$ cat config.mk
export PLATFORM = sky130hd
export DESIGN_NAME = track_volume_pan_pitch
export DESIGN_NICKNAME = d
export VERILOG_FILES = /design/src/hw/rtl/tvpp_pkg.sv /design/src/hw/rtl/tvpp_vol_pipe.sv /design/src/hw/rtl/tvpp_pitch_pipe.sv /design/src/hw/rtl/track_volume_pan_pitch.sv
export SDC_FILE = /design/constraint.sdc
export NUM_CORES = 1
export LEC_CHECK = 0
export BUFFER_PORTS_ARGS = -buffer_cell sky130_fd_sc_hd__buf_4
export CAP_MARGIN = 5
export CORE_MARGIN = 10
export CORE_UTILIZATION = 45
export DETAILED_ROUTE_END_ITERATION = 7
export PLACE_DENSITY = 0.66
export REMOVE_ABC_BUFFERS = 1
export SYNTH_ARGS = -nofsm -noshare
export SYNTH_HDL_FRONTEND = slang
export SYNTH_HIERARCHICAL = 1
export SYNTH_SLANG_ARGS = --single-unit
export TNS_END_PERCENT = 5
$ cat constraint.sdc
create_clock -name clk -period 6.3 [get_ports clk]
set_clock_uncertainty 0.1 [all_clocks]
set_input_delay 0.315 -clock clk [delete_from_list [all_inputs] [get_ports clk]]
set_output_delay 0.315 -clock clk [all_outputs]
set_load 0.005 [all_outputs]
$ cat src/hw/rtl/tvpp_pkg.sv
`default_nettype none

package tvpp_pkg;

  localparam logic [1:0] MOD_PITCH  = 2'd0;
  localparam logic [1:0] MOD_VOLUME = 2'd1;
  localparam logic [1:0] MOD_PAN    = 2'd2;
  localparam logic [1:0] MOD_NONE   = 2'd3;

  typedef struct packed {
    logic [1:0]        update_mask;
    logic [6:0]        track_volume;
    logic [7:0]        fade_volume;
    logic signed [7:0] track_pan;
    logic signed [7:0] pan_offset;
    logic [1:0]        mod_type;
    logic signed [7:0] mod_depth;
    logic signed [7:0] bend_amount;
    logic [7:0]        bend_range;
    logic signed [7:0] fine_tune;
    logic signed [7:0] key_shift;
    logic [7:0]        pitch_offset;
  } in_t;

  typedef struct packed {
    logic       volume_valid;
    logic [7:0] right_volume;
    logic [7:0] left_volume;
    logic       pitch_valid;
    logic [7:0] note_key;
    logic [7:0] pitch_fraction;
  } out_t;

  // per-stage load enables
  typedef struct packed {
    logic adv1;
    logic adv2;
    logic adv3;
  } ctl_t;

endpackage

`default_nettype wire

$ cat src/hw/rtl/tvpp_vol_pipe.sv
`default_nettype none

module tvpp_vol_pipe (
  input  wire logic          clk,
  input  wire tvpp_pkg::ctl_t ctl,
  input  wire tvpp_pkg::in_t  in_data,
  output logic               volume_valid,
  output logic [7:0]         right_volume,
  output logic [7:0]         left_volume
);

  // stage 1: fade product, pan sum and clamp
  logic [14:0]        fade_prod;
  logic signed [10:0] pan_sum;
  logic [7:0]         pan_clamped;

  logic [9:0]  s1_xf;
  logic [7:0]  s1_mscale;
  logic        s1_modvol;
  logic [7:0]  s1_pan;
  logic        s1_en;

  assign fade_prod = {8'b0, in_data.track_volume} * {7'b0, in_data.fade_volume};

  always_comb begin
    pan_sum = {{2{in_data.track_pan[7]}}, in_data.track_pan, 1'b0}
            + {{3{in_data.pan_offset[7]}}, in_data.pan_offset};
    if (in_data.mod_type == tvpp_pkg::MOD_PAN) begin
      pan_sum = pan_sum + {{3{in_data.mod_depth[7]}}, in_data.mod_depth};
    end
    // out of range when the upper bits are not a plain sign extension
    if (pan_sum[10:7] == 4'b0000 || pan_sum[10:7] == 4'b1111) begin
      pan_clamped = pan_sum[7:0];
    end else if (pan_sum[10]) begin
      pan_clamped = 8'h80;
    end else begin
      pan_clamped = 8'h7F;
    end
  end

  always_ff @(posedge clk) begin
    if (ctl.adv1) begin
      s1_xf     <= fade_prod[14:5];
      // mod_depth + 128 as an unsigned byte
      s1_mscale <= {~in_data.mod_depth[7], in_data.mod_depth[6:0]};
      s1_modvol <= (in_data.mod_type == tvpp_pkg::MOD_VOLUME);
      s1_pan    <= pan_clamped;
      s1_en     <= in_data.update_mask[0];
    end
  end

  // stage 2: volume modulation
  logic [17:0] mod_prod;
  logic [10:0] vol_x;

  logic [10:0] s2_x;
  logic [7:0]  s2_pan;
  logic        s2_en;

  assign mod_prod = {8'b0, s1_xf} * {10'b0, s1_mscale};
  assign vol_x    = s1_modvol ? mod_prod[17:7] : {1'b0, s1_xf};

  always_ff @(posedge clk) begin
    if (ctl.adv2) begin
      s2_x   <= vol_x;
      s2_pan <= s1_pan;
      s2_en  <= s1_en;
    end
  end

  // stage 3: split into right and left
  logic [7:0]  right_pan;
  logic [7:0]  left_pan;
  logic [18:0] right_prod;
  logic [18:0] left_prod;

  // pan + 128 and 127 - pan, both as unsigned bytes
  assign right_pan  = {~s2_pan[7], s2_pan[6:0]};
  assign left_pan   = {s2_pan[7], ~s2_pan[6:0]};
  assign right_prod = {11'b0, right_pan} * {8'b0, s2_x};
  assign left_prod  = {11'b0, left_pan} * {8'b0, s2_x};

  always_ff @(posedge clk) begin
    if (ctl.adv3) begin
      volume_valid <= s2_en;
      right_volume <= s2_en ? right_prod[15:8] : 8'd0;
      left_volume  <= s2_en ? left_prod[15:8] : 8'd0;
    end
  end

endmodule

`default_nettype wire

$ cat src/hw/rtl/tvpp_pitch_pipe.sv
`default_nettype none

module tvpp_pitch_pipe (
  input  wire logic          clk,
  input  wire tvpp_pkg::ctl_t ctl,
  input  wire tvpp_pkg::in_t  in_data,
  input  wire logic [7:0]    player_transpose,
  output logic               pitch_valid,
  output logic [7:0]         note_key,
  output logic [7:0]         pitch_fraction
);

  // stage 1: bend product, semitone sum, modulation term
  logic signed [16:0] bend_prod;

  logic [15:0] s1_bend;
  logic [7:0]  s1_tune;
  logic [7:0]  s1_key;
  logic [7:0]  s1_pofs;
  logic [15:0] s1_mod;
  logic        s1_en;

  assign bend_prod = $signed({{9{in_data.bend_amount[7]}}, in_data.bend_amount})
                   * $signed({9'b0, in_data.bend_range});

  always_ff @(posedge clk) begin
    if (ctl.adv1) begin
      s1_bend <= bend_prod[15:0];
      s1_tune <= in_data.fine_tune;
      // only the low byte of the semitone sum reaches the 16-bit result
      s1_key  <= in_data.key_shift + player_transpose;
      s1_pofs <= in_data.pitch_offset;
      s1_mod  <= (in_data.mod_type == tvpp_pkg::MOD_PITCH)
               ? {{4{in_data.mod_depth[7]}}, in_data.mod_depth, 4'b0000} : 16'd0;
      s1_en   <= in_data.update_mask[1];
    end
  end

  // stage 2: two partial sums, all modulo 2^16
  logic [15:0] fine_sum;
  logic [15:0] part_a;
  logic [15:0] part_b;

  logic [15:0] s2_a;
  logic [15:0] s2_b;
  logic        s2_en;

  assign fine_sum = {{8{s1_tune[7]}}, s1_tune} + s1_bend;
  assign part_a   = {fine_sum[13:0], 2'b00} + {8'b0, s1_pofs};
  assign part_b   = {s1_key, 8'b0} + s1_mod;

  always_ff @(posedge clk) begin
    if (ctl.adv2) begin
      s2_a  <= part_a;
      s2_b  <= part_b;
      s2_en <= s1_en;
    end
  end

  // stage 3: final sum
  logic [15:0] pitch_sum;

  assign pitch_sum = s2_a + s2_b;

  always_ff @(posedge clk) begin
    if (ctl.adv3) begin
      pitch_valid    <= s2_en;
      note_key       <= s2_en ? pitch_sum[15:8] : 8'd0;
      pitch_fraction <= s2_en ? pitch_sum[7:0] : 8'd0;
    end
  end

endmodule

`default_nettype wire

$ cat src/hw/rtl/track_volume_pan_pitch.sv
// Track mixer settings: volume, pan split and pitch of one sequencer track.
// Input channel in_valid/in_ready/in_data carries one track's settings per
// beat; output channel out_valid/out_ready/out_data returns one result per
// input beat, in order. Fields not requested by update_mask read as zero.
// Config channel cfg_valid/cfg_ready/cfg_data writes player_transpose; it is
// always ready and must be written only while the block is idle.
// An accepted beat moves through the stage 1 and 2 registers into out_data,
// the stage 3 register. Throughput: one beat per cycle unless out_ready
// stalls; three register stages hold multiplies up to 8x11 and 16-bit adds.
// Reset (rst, synchronous) empties the pipeline and clears player_transpose.
// When the receiver stalls, the result is held on out_data and the stages
// behind it keep filling; in_ready drops only once all three stages are full.
`default_nettype none

module track_volume_pan_pitch (
  input  wire logic       clk,
  input  wire logic       rst,
  input  wire logic       in_valid,
  output logic            in_ready,
  input  wire tvpp_pkg::in_t in_data,
  output logic            out_valid,
  input  wire logic       out_ready,
  output tvpp_pkg::out_t  out_data,
  input  wire logic       cfg_valid,
  output logic            cfg_ready,
  input  wire logic [7:0] cfg_data
);

  logic           v1;
  logic           v2;
  logic           v3;
  logic [7:0]     player_transpose;
  tvpp_pkg::ctl_t ctl;

  // a stage loads when it is empty or its contents move on
  assign ctl.adv3 = !v3 || out_ready;
  assign ctl.adv2 = !v2 || ctl.adv3;
  assign ctl.adv1 = !v1 || ctl.adv2;

  assign in_ready  = ctl.adv1;
  assign out_valid = v3;
  assign cfg_ready = 1'b1;

  always_ff @(posedge clk) begin
    if (rst) begin
      v1 <= 1'b0;
      v2 <= 1'b0;
      v3 <= 1'b0;
    end else begin
      if (ctl.adv1) v1 <= in_valid;
      if (ctl.adv2) v2 <= v1;
      if (ctl.adv3) v3 <= v2;
    end
  end

  always_ff @(posedge clk) begin
    if (rst) begin
      player_transpose <= 8'd0;
    end else if (cfg_valid && cfg_ready) begin
      player_transpose <= cfg_data;
    end
  end

  tvpp_vol_pipe u_vol (
    .clk          (clk),
    .ctl          (ctl),
    .in_data      (in_data),
    .volume_valid (out_data.volume_valid),
    .right_volume (out_data.right_volume),
    .left_volume  (out_data.left_volume)
  );

  tvpp_pitch_pipe u_pitch (
    .clk              (clk),
    .ctl              (ctl),
    .in_data          (in_data),
    .player_transpose (player_transpose),
    .pitch_valid      (out_data.pitch_valid),
    .note_key         (out_data.note_key),
    .pitch_fraction   (out_data.pitch_fraction)
  );

endmodule

`default_nettype wire

After elaboration in Yosys (flattened, before gate mapping)
Cells that the tools add are included.
{ "totals": {"regBits": 177, "input_bits": 96, "output_inout_bits": 37, "elab_cells": 60} }
{ "op_classes": {"add_sub_neg": 7, "n_mul": 5, "n_eq_ne": 3, "muxes": 4, "n_bitwise": 3, "reduce_logical": 9} }
{ "op_table": {"columns": ["cell", "n"], "rows": [
  ["16-bit adder", 2],
  ["8-bit by 11-bit multiplier with 16-bit output", 2],
  ["10-bit by 8-bit multiplier with 18-bit output", 1],
  ["16-bit by 8-bit adder with 16-bit output", 1],
  ["8-bit two-way mux", 2],
  ["7-bit by 8-bit multiplier with 15-bit output", 1],
  ["14-bit adder", 1],
  ["8-bit by 9-bit multiplier with 14-bit output", 1],
  ["10-bit by 8-bit adder with 11-bit output", 1],
  ["11-bit two-way mux", 1],
  ["9-bit by 8-bit adder with 10-bit output", 1],
  ["10-bit two-way mux", 1],
  ["8-bit adder", 1],
  ["7-bit NOT", 1],
  ["4-bit equality test (second input constant)", 1],
  ["4-bit zero test", 1],
  ["1-bit logical OR", 4],
  ["1-bit zero test", 3],
  ["2-bit by 1-bit equality test with 1-bit output (second input constant)", 1],
  ["2-bit equality test (second input constant)", 1],
  ["2-bit zero test", 1],
  ["1-bit NOT", 2]
]} }

Depth between registers and ports, before layout
Gate-level depths: netlist of run 1.
{ "logic_depth": {"word_depth": 6, "depth_mapped": 18, "mapped_depth_nobuf": 17} }

Hierarchy
The synthesis of run 1 kept the hierarchy.
{ "by_module_without_submodules": {"columns": ["module", "instances", "cells_each", "area_per_inst_um2", "seq_area_each_um2"], "rows": [
  ["tvpp_vol_pipe", 1, 1256, 11957.7, 1951.9],
  ["tvpp_pitch_pipe", 1, 599, 6879.1, 2792.7],
  ["track_volume_pan_pitch", 1, 40, 402.9, 220.2]
]} }

Worst setup path after synthesis of run 1
OpenSTA, ideal clock, no wires.
{ "synth_timing": {"path_type": "register to register", "from": "register u_vol.s1_xf[7]", "to": "register u_vol.s2_x[8] (data pin)", "setup_ps": 277, "t_arrival_ps": 4271, "required_time_ps": 5923, "slack_ps": 1651, "path_stages_with_launch": 16, "path_buffers": 0, "synth_period_minus_slack_ps": 4649, "path_cell_list": "edfxtp_1 -> and2_1 -> fa_1 -> fa_1 -> fa_1 -> inv_1 -> fa_1 -> inv_1 -> ha_1 -> and2_1 -> a22o_1 -> a311oi_2 -> nor2_1 -> a21o_1 -> a2111oi_2 -> a211oi_1"} }
{ "synth_via": {"elab_chain_len": 2} }
{ "synth_rtl": {"columns": ["element", "line_no", "text"], "rows": [
  ["from (decl)", "tvpp_vol_pipe.sv:17", "logic [9:0] s1_xf;"],
  ["from (signal assigned)", "tvpp_vol_pipe.sv:43", "s1_xf <= fade_prod[14:5];"],
  ["10-bit by 8-bit multiplier with 18-bit output", "tvpp_vol_pipe.sv:60", "assign mod_prod = {8'b0, s1_xf} * {10'b0, s1_mscale};"],
  ["10-bit two-way mux", "tvpp_vol_pipe.sv:61", "assign vol_x = s1_modvol ? mod_prod[17:7] : {1'b0, s1_xf};"],
  ["via u_vol.vol_x[8]", "tvpp_vol_pipe.sv:54", "logic [10:0] vol_x;"],
  ["to (signal assigned)", "tvpp_vol_pipe.sv:65", "s2_x <= vol_x;"],
  ["to (decl)", "tvpp_vol_pipe.sv:56", "logic [10:0] s2_x;"]
]} }
The timed path passes the listed nets, and every way through them passes these cells.
A chain may end at the register's enable or synchronous reset.

Worst setup path in the final report of run 1
{ "layout_timing": {"from": "register u_vol.s2_pan[3]", "to": "register u_vol.left_volume[7] (data pin)"} }
{ "layout_via": {"elab_chain_len": 2} }
{ "layout_rtl": {"columns": ["element", "line_no", "text"], "rows": [
  ["from (decl)", "tvpp_vol_pipe.sv:57", "logic [7:0] s2_pan;"],
  ["from (signal assigned)", "tvpp_vol_pipe.sv:66", "s2_pan <= s1_pan;"],
  ["7-bit NOT", "tvpp_vol_pipe.sv:79", "assign left_pan = {s2_pan[7], ~s2_pan[6:0]};"],
  ["8-bit by 11-bit multiplier with 16-bit output", "tvpp_vol_pipe.sv:81", "assign left_prod = {11'b0, left_pan} * {8'b0, s2_x};"],
  ["to (signal assigned)", "tvpp_vol_pipe.sv:87", "left_volume <= s2_en ? left_prod[15:8] : 8'd0;"],
  ["to (decl)", "tvpp_vol_pipe.sv:9", "output logic [7:0] left_volume"]
]} }
Every way passes these cells.

==> results.md, run 1 <==
* Outcome: complete, no violations
* Area leader, netlist: edfxtp_1
* # setup viols final at 0
* Mapped Avg Cell Area at roughly 10 µm²
* I/O Buffers at between 100 and 150
* Mux cell area share after synthesis at roughly 1.2%
* Number of global-route vias before repair at about 14000
* Worst reg-to-reg setup slack at about 1200 ps
* Final GP Congestion at between 0.8 and 0.9
* RSZ-0062 raised after global routing: false
* Register Area at ~0.005 mm²
* Global-route usage over all layers at about 16%
* Initial Utilization at 45.66%
* Drt drc at 0
* Setup bufs post-CTS at 0
* First-pass GRT wire length at 68.60 mm
* Setup tns final at 0 ps
* Synth warn at 6
* Routed WL at roughly 40 mm
* Cells after Synth at 1895
* Clock latency on the worst-skew pair at roughly 440 ps
* Die Ht at 226.8 µm
* Hold-fix buffers, CTS at 29
* Drt first pass iters at 6
* Initial detailed-routing violation count at around 600
* Hold Fails Final Rpt at 0
* Nets at 2565
* Rows at 75
* Sink Count at about 170
* Avg WL per Cell at ~15 µm
* Grt ovf at 0
* Post-Syn Area at 0.01924 mm²
* Antenna cell count at 0
* Post-DP HPWL at 31.72 mm
* Hold Crit Class: primary input to flip-flop
* Worst-Margin Slew at around 940 ps
* CP Class: flip-flop to flip-flop
* Max Cap Viol at 0
* Final period util at 80.28%
* CP max FO at 22
* Max Slew Vio Count at 0
* Core Region at ~0.042 mm²
* Fin area at 0.02164 mm²
* Vias per cell at 5.053
* FFs w/ async S/R, synth at 0%
* CTS-repair resized insts at 0
* Required @ worst endpoint at roughly 6400 ps
* Clock transition at path regs at roughly 80 ps
* CTS tree: done
* Most common cell after layout, fill and taps aside: inv_1
* Post-synth EDFFs at 158
* Die W at 226.8 µm
* H-tree levels at 4
* WP data arrival at 5170 ps
* Clock Tree Root: clkbuf_16
* Layout cells sized above 1 at 9.747%
* Compound-Gate Fraction of Synth Area at 7.674%
* Main combinational cell family by area after synthesis: adder cells
* Worst setup EP type: flip-flop
* Clk buf depth at 2
* Antenna violations before repair at 0
* Yosys reg bits at 169
* Simple-Gate Fraction of Synth Area at 17.31%
* Adder-Cell Fraction of Synth Area at 36.59%
* Largest cells by area after synthesis: edfxtp_1 25%, fa_1 23%, ha_1 14%
* Fmax at around 0.20 GHz
* Num CTS Buffers at 17
* Io pins at roughly 130
* Area Overhead vs Synth at 12.50%
* Synth Flop Type: edfxtp_1
* Rel. slew slack at 37.64%
* Commonest cells after routing, fill and taps aside: 308 x inv_1, 221 x fa_1, 209 x and2_1, 209 x ha_1, 158 x edfxtp_1
* Seq/Total Area, Yosys at roughly 26%
* Netlist cell types at 74
* Placed cell area at 0.02077 mm²
* Die area at between 0.05 and 0.06 mm²
* Post-DRT Antenna Nets at 0
* Largest net degree at the start of global routing at 72
* Multi-input combinational cell area at approximately 0.013 mm²
* Final min period at between 5000 and 6000 ps
* Synth top area share at about a quarter
* XOR/XNOR Fraction of Synth Area at ~4.6%
* Fillers at 3768
* Crit start category: flip-flop
* Routed vias at between 10000 and 15000
-- cell families after synthesis --
logic type / Yosys count
simple gates: 600
fa+ha+maj: 430
buf+inv: 345
compound gates: 226
flops: 169
xor+xnor: 101
mux: 23
other cells: 1
-- through the flow --
| stage | util (%) | instances | setup slack (ps) | hold WS, ps |
|---|---|---|---|---|
| 3_5_place_dp | 49.29 | 2530 | 1249 | 304.5 |
| 6_report | 51.37 | 2591 | 1243 | 21.84 |
| 3_3_place_gp | 49.29 | 2530 | 1325 | 303.8 |
| 5_1_grt | 51.37 | 2591 | 856.5 | 0.04710 |
| 2_1_floorplan | - | 1858 | 1652 | 284.1 |
| 4_1_cts | 51.37 | 2591 | 1221 | 2.947 |
-- state kept, by name, indices dropped and copies added, names as in the netlist, 8 cells and up --
register	cells
u_vol/right_volume	8
u_pitch/pitch_fraction	8
u_vol/left_volume	8
u_pitch/s1_key	8
u_vol/s1_xf	10
u_pitch/s2_b	12
u_pitch/note_key	8
u_vol/s1_mscale	8
u_pitch/s1_pofs	8
player_transpose	8
u_pitch/s1_tune	8
u_pitch/s2_a	16
u_pitch/s1_bend	14
u_vol/s2_x	11
u_vol/s1_pan	8
u_vol/s2_pan	8
u_pitch/s1_mod	8
-- worst max-delay path: stages (launching register included) --
cell and delay, ps:
edfxtp_1 800, nor2b_1 150, fa_1 530, inv_1 50, fa_1 520, inv_1 50, fa_1 470, inv_1 50
fa_1 470, inv_1 40, ha_1 170, a2111oi_0 310, o21ai_1 210, nand4_1 190, a31oi_1 160, a31o_2 290
xnor2_1 110, and2_1 160
-- path summary, 6_finish.rpt --
kind | depth (start not counted) | startpoint | endpoint
hold / removal | 3 | cfg_data[1] | player_transpose[1]$_SDFFE_PP0P_
hold reg to reg | 0 | u_vol/s1_pan[0]$_DFFE_PP_ | u_vol/s2_pan[0]$_DFFE_PP_
setup reg to reg | 17 | u_vol/s2_pan[3]$_DFFE_PP_ | u_vol/left_volume[7]$_SDFFCE_PN0P_
setup / recovery | 17 | u_vol/s2_pan[3]$_DFFE_PP_ | u_vol/left_volume[7]$_SDFFCE_PN0P_
-- synth_stat cells (3+ instances only) --
master and n:
inv_1 308, fa_1 221, and2_1 209, ha_1 209, edfxtp_1 158, nand2_1 123
xnor2_1 78, a21oi_1 69, nor2_1 69, nor2b_1 66, nand2b_1 46, o21ai_0 43
clkbuf_1 32, nor3_1 23, xor2_1 23, a21o_1 20, mux2i_1 18, nand3_1 14
o21a_1 14, a211oi_1 13, dfxtp_1 11, o21ai_1 10, o21bai_1 10, a31oi_1 7
o211ai_1 7, and2_2 6, nand4_1 6, mux2_2 5, a211o_1 4, and3_1 4
and3b_1 4, nand4b_1 4, nor3b_1 4, o31ai_1 3, or2_2 3
-- final cells by class --
type	instances	area share [%]
multi-input combinational	1381	59.93
timing repair buffer	162	5.954
clock buffer	18	1.983
inverter	308	5.341
tap	539	3.116
sequential	169	22.94
clock inverter	14	0.7341
-- metal layers --
metal / vias up / wire (µm) / track usage, %
met2: 192 / 19540 / 27.77
met1: 6428 / 18980 / 21.72
met5: - / 0 / 0
li1: 6450 / - / -
met3: 23 / 1059 / 2.261
met4: 0 / 303 / 3.268
Power of run 1 is left out: the tool's default activity adds up to more than one toggle a clock period on the data nets, which glitch-free logic cannot reach.
==> run 2, diff against run 1 <==
--- a/config.mk
+++ b/config.mk
@@ -10,7 +10,7 @@
 export CORE_MARGIN = 10
 export CORE_UTILIZATION = 45
 export DETAILED_ROUTE_END_ITERATION = 7
-export PLACE_DENSITY = 0.66
+export PLACE_DENSITY = 0.69
 export REMOVE_ABC_BUFFERS = 1
 export SYNTH_ARGS = -nofsm -noshare
 export SYNTH_HDL_FRONTEND = slang
==> constraint.sdc (replaced) <==
create_clock -name clk -period 4 [get_ports clk]
set_clock_uncertainty 0.1 [all_clocks]
set_input_delay 0.2 -clock clk [delete_from_list [all_inputs] [get_ports clk]]
set_output_delay 0.2 -clock clk [all_outputs]
set_load 0.005 [all_outputs]
==> run 2 against run 1 <==
  * The flow now finishes with violations (negative setup slack)
  * Worst hold slack improved by 75 ps
  * First-iteration DRC count decreased by 12%
  * Global-route usage increased by 0.85 points
  * Critical path depth decreased by 2
  * Fmax increased by 6.9%
  * Clock-buffer cell count unchanged
  * Final cell count increased by 9.1%
  * Largest cell class unchanged
  * Critical path type unchanged
  * Non-clock buffer count increased by 236
  * Design area increased by 10%
  * Highest routed layer unchanged
  * Die area unchanged
==> results.md, run 2 (synthesis gave the netlist of run 1 again) <==
* Grt ovf at 0 (unchanged)
* CP Class: flip-flop to flip-flop
* # setup viols final at 27 (+27)
* Global-route usage over all layers at 17.15% (+0.85 points)
* Area Overhead vs Synth at 24.17%
* Fmax at 0.2113 GHz (+6.9%)
* CP Launch Point: u_vol/s1_mscale[5]$_DFFE_PP_
* Clk buf depth at 2 (unchanged)
* Fillers at 3532 (-6.3%)
* CP peak stage delay at 530 ps (-270 ps)
* Clock transition at path regs at 60 ps (-20 ps)
* Sink Count at 169 (unchanged)
* RSZ-0062 raised after global routing: true
* Hold Crit Class: primary input to flip-flop
* Worst reg-to-reg setup slack at -730 ps (-1970 ps)
* Worst R2R Path Depth at 15 (-2)
* Vias per cell at 4.965 (-1.8%)
* Post-DRT Antenna Nets at 0 (unchanged)
* Reg with most FFs: u_pitch/s2_a
* Worst setup EP type: flip-flop
* Final period util at 118.3% (+38 points)
* Dpl cells at 2721 (+7.5%)
* Max Slew Vio Count at 0 (unchanged)
* Hold Fails Final Rpt at 0 (unchanged)
* Critical R2R Launch: u_vol/s1_mscale[5]$_DFFE_PP_
* Setup crit end: u_vol/s2_x[8]$_DFFE_PP_
* Most Frequent Cell on Critical Path: fa_1
* Clock Tree Root: clkbuf_16
* Final GP Congestion at 0.8644 (+6.1%)
* Final min period at 4732 ps (-325.4 ps)
* Crit start category: flip-flop
* Failing checks: negative setup slack
* Number of global-route vias before repair at 15020 (+7.2%)
* Most common cell after layout, fill and taps aside: buf_4
* Register Area at 0.004965 mm² (unchanged)
* Die area at 0.05142 mm² (unchanged)
* CTS tree: done
* Avg WL per Cell at 15.04 µm (-2.3%)
* Drt first pass iters at 4 (-2)
* Max Cap Viol at 0 (unchanged)
* Largest net degree at the start of global routing at 72 (unchanged)
* Crit-path cells: and2_4 -> fa_1 -> fa_1 -> fa_1 -> inv_1 -> fa_1 -> inv_2 -> ha_4 -> and2_4 -> a22o_1 -> a311oi_2 -> nor2_1 -> a21o_1 -> a2111oi_4 -> a211oi_1
* Post-route insts no fill at 2827 (+9.1%)
* Multi-input combinational cell area at 0.01331 mm² (+2.6%)
* Biggest regs: u_pitch/s2_a: 16 flops, u_pitch/s1_bend: 14 flops, u_pitch/s2_b: 12 flops
* H-tree levels at 4 (unchanged)
* CP max FO at 6 (-73%)
* Max reg flops at 16 (unchanged)
* Routed vias at 14040 (+7.2%)
* Io pins at 133 (unchanged)
* I/O Buffers at 131 (unchanged)
* Rows at 75 (unchanged)
* Critical path's slowest cell: fa_1
* Antenna violations before repair at 0 (unchanged)
* Die Ht at 226.8 µm (unchanged)
* Drt drc at 0 (unchanged)
* Nets at 2801 (+9.2%)
* Post-DP HPWL at 34.68 mm (+9.3%)
* WP data arrival at 4800 ps (-370 ps)
* Outcome: finished, violations left
* Commonest cells after routing, fill and taps aside: 338 x buf_4, 306 x inv_1, 212 x fa_1
* Rel. slew slack at 40.75% (+3.1 points)
* Worst setup margin at -732.1 ps (-1975 ps)
* First-pass GRT wire length at 72.13 mm (+5.1%)
* Worst-Margin Slew at 888.7 ps (-46.70 ps)
* Num CTS Buffers at 17 (unchanged)
* Layout cells sized above 1 at 20.67% (+11 points)
* Core Region at 0.04213 mm² (unchanged)
* Reg-to-reg critical path endpoint: u_vol/s2_x[8]$_DFFE_PP_
* Routed WL at 42.51 mm (+6.6%)
* Required @ worst endpoint at 4070 ps (-2340 ps)
* Antenna cell count at 0 (unchanged)
* Initial detailed-routing violation count at 522 (-12%)
* Die W at 226.8 µm (unchanged)
* Initial Utilization at 45.66% (unchanged)
* Clock latency on the worst-skew pair at 440 ps (about the same)
[run 2: final cells by class]
| cell class | instances | share of cell area, % |
|---|---|---|
| flip-flops and latches | 169 | 20.78 |
| repair buffers | 398 | 13.31 |
| well taps | 539 | 2.823 |
| clock inverters | 14 | 0.7490 |
| clock buffers | 18 | 1.796 |
| inverters | 308 | 4.839 |
| multi-input cells | 1381 | 55.70 |
[run 2: routing by layer]
layer / vias up / global-route usage [%] / wire, µm
li1: 6930 / - / -
met1: 6806 / 21.90 / 19370
met2: 262 / 30.07 / 21140
met3: 37 / 2.584 / 1475
met4: 0 / 3.744 / 516
met5: - / 0 / 0
[run 2: worst min path at each step]
stage	slack [ps]	cells after the start	to	start
floorplan	170	1	out_valid$_SDFFE_PP0P_	rst
global placement	280	1	u_pitch/s1_pofs[4]$_DFFE_PP_	in_data[4]
detailed placement	280	1	u_pitch/s1_tune[5]$_DFFE_PP_	in_data[21]
CTS	70	3	u_pitch/s1_key[7]$_DFFE_PP_	in_data[15]
global route	100	2	u_vol/s1_modvol$_DFFE_PP_	in_data[48]
finish	100	3	u_pitch/s1_key[7]$_DFFE_PP_	in_data[15]
[run 2: critical path, delay by kind of cell, from the launching register on]
kind                       cells  cell delay (ps)
buffers and inverters          2              100
DFF                            1              520
adders and majority gates      5             2210
AOI/OAI and AO/OA              5             1080
and+or+nand+nor                3              430
[run 2: per-stage QoR]
step	TNS [ps]	hold slack, ps	setup WS (ps)	cell area (µm²)	utilization, %
detailed placement	-17940	279.6	-901.8	22250	52.81
global placement	-14520	278.1	-786.2	22250	52.81
CTS	-12180	65.07	-653.4	23740	56.35
global route	-15650	97.73	-856.3	23890	56.70
finish	-10980	97.20	-732.1	23890	56.70
floorplan	-8604	169.1	-647.9	19090	-
[run 2: timing repair]
action                                 in CTS  in global routing
hold buffers                               49                  0
gates resized for setup                    51                 29
pin swaps                                  34                 11
endpoints found under the hold margin      45                  0
setup endpoints to repair                  27                 32
buffers inserted                           25                  0
Power of run 2 is left out for the same reason.
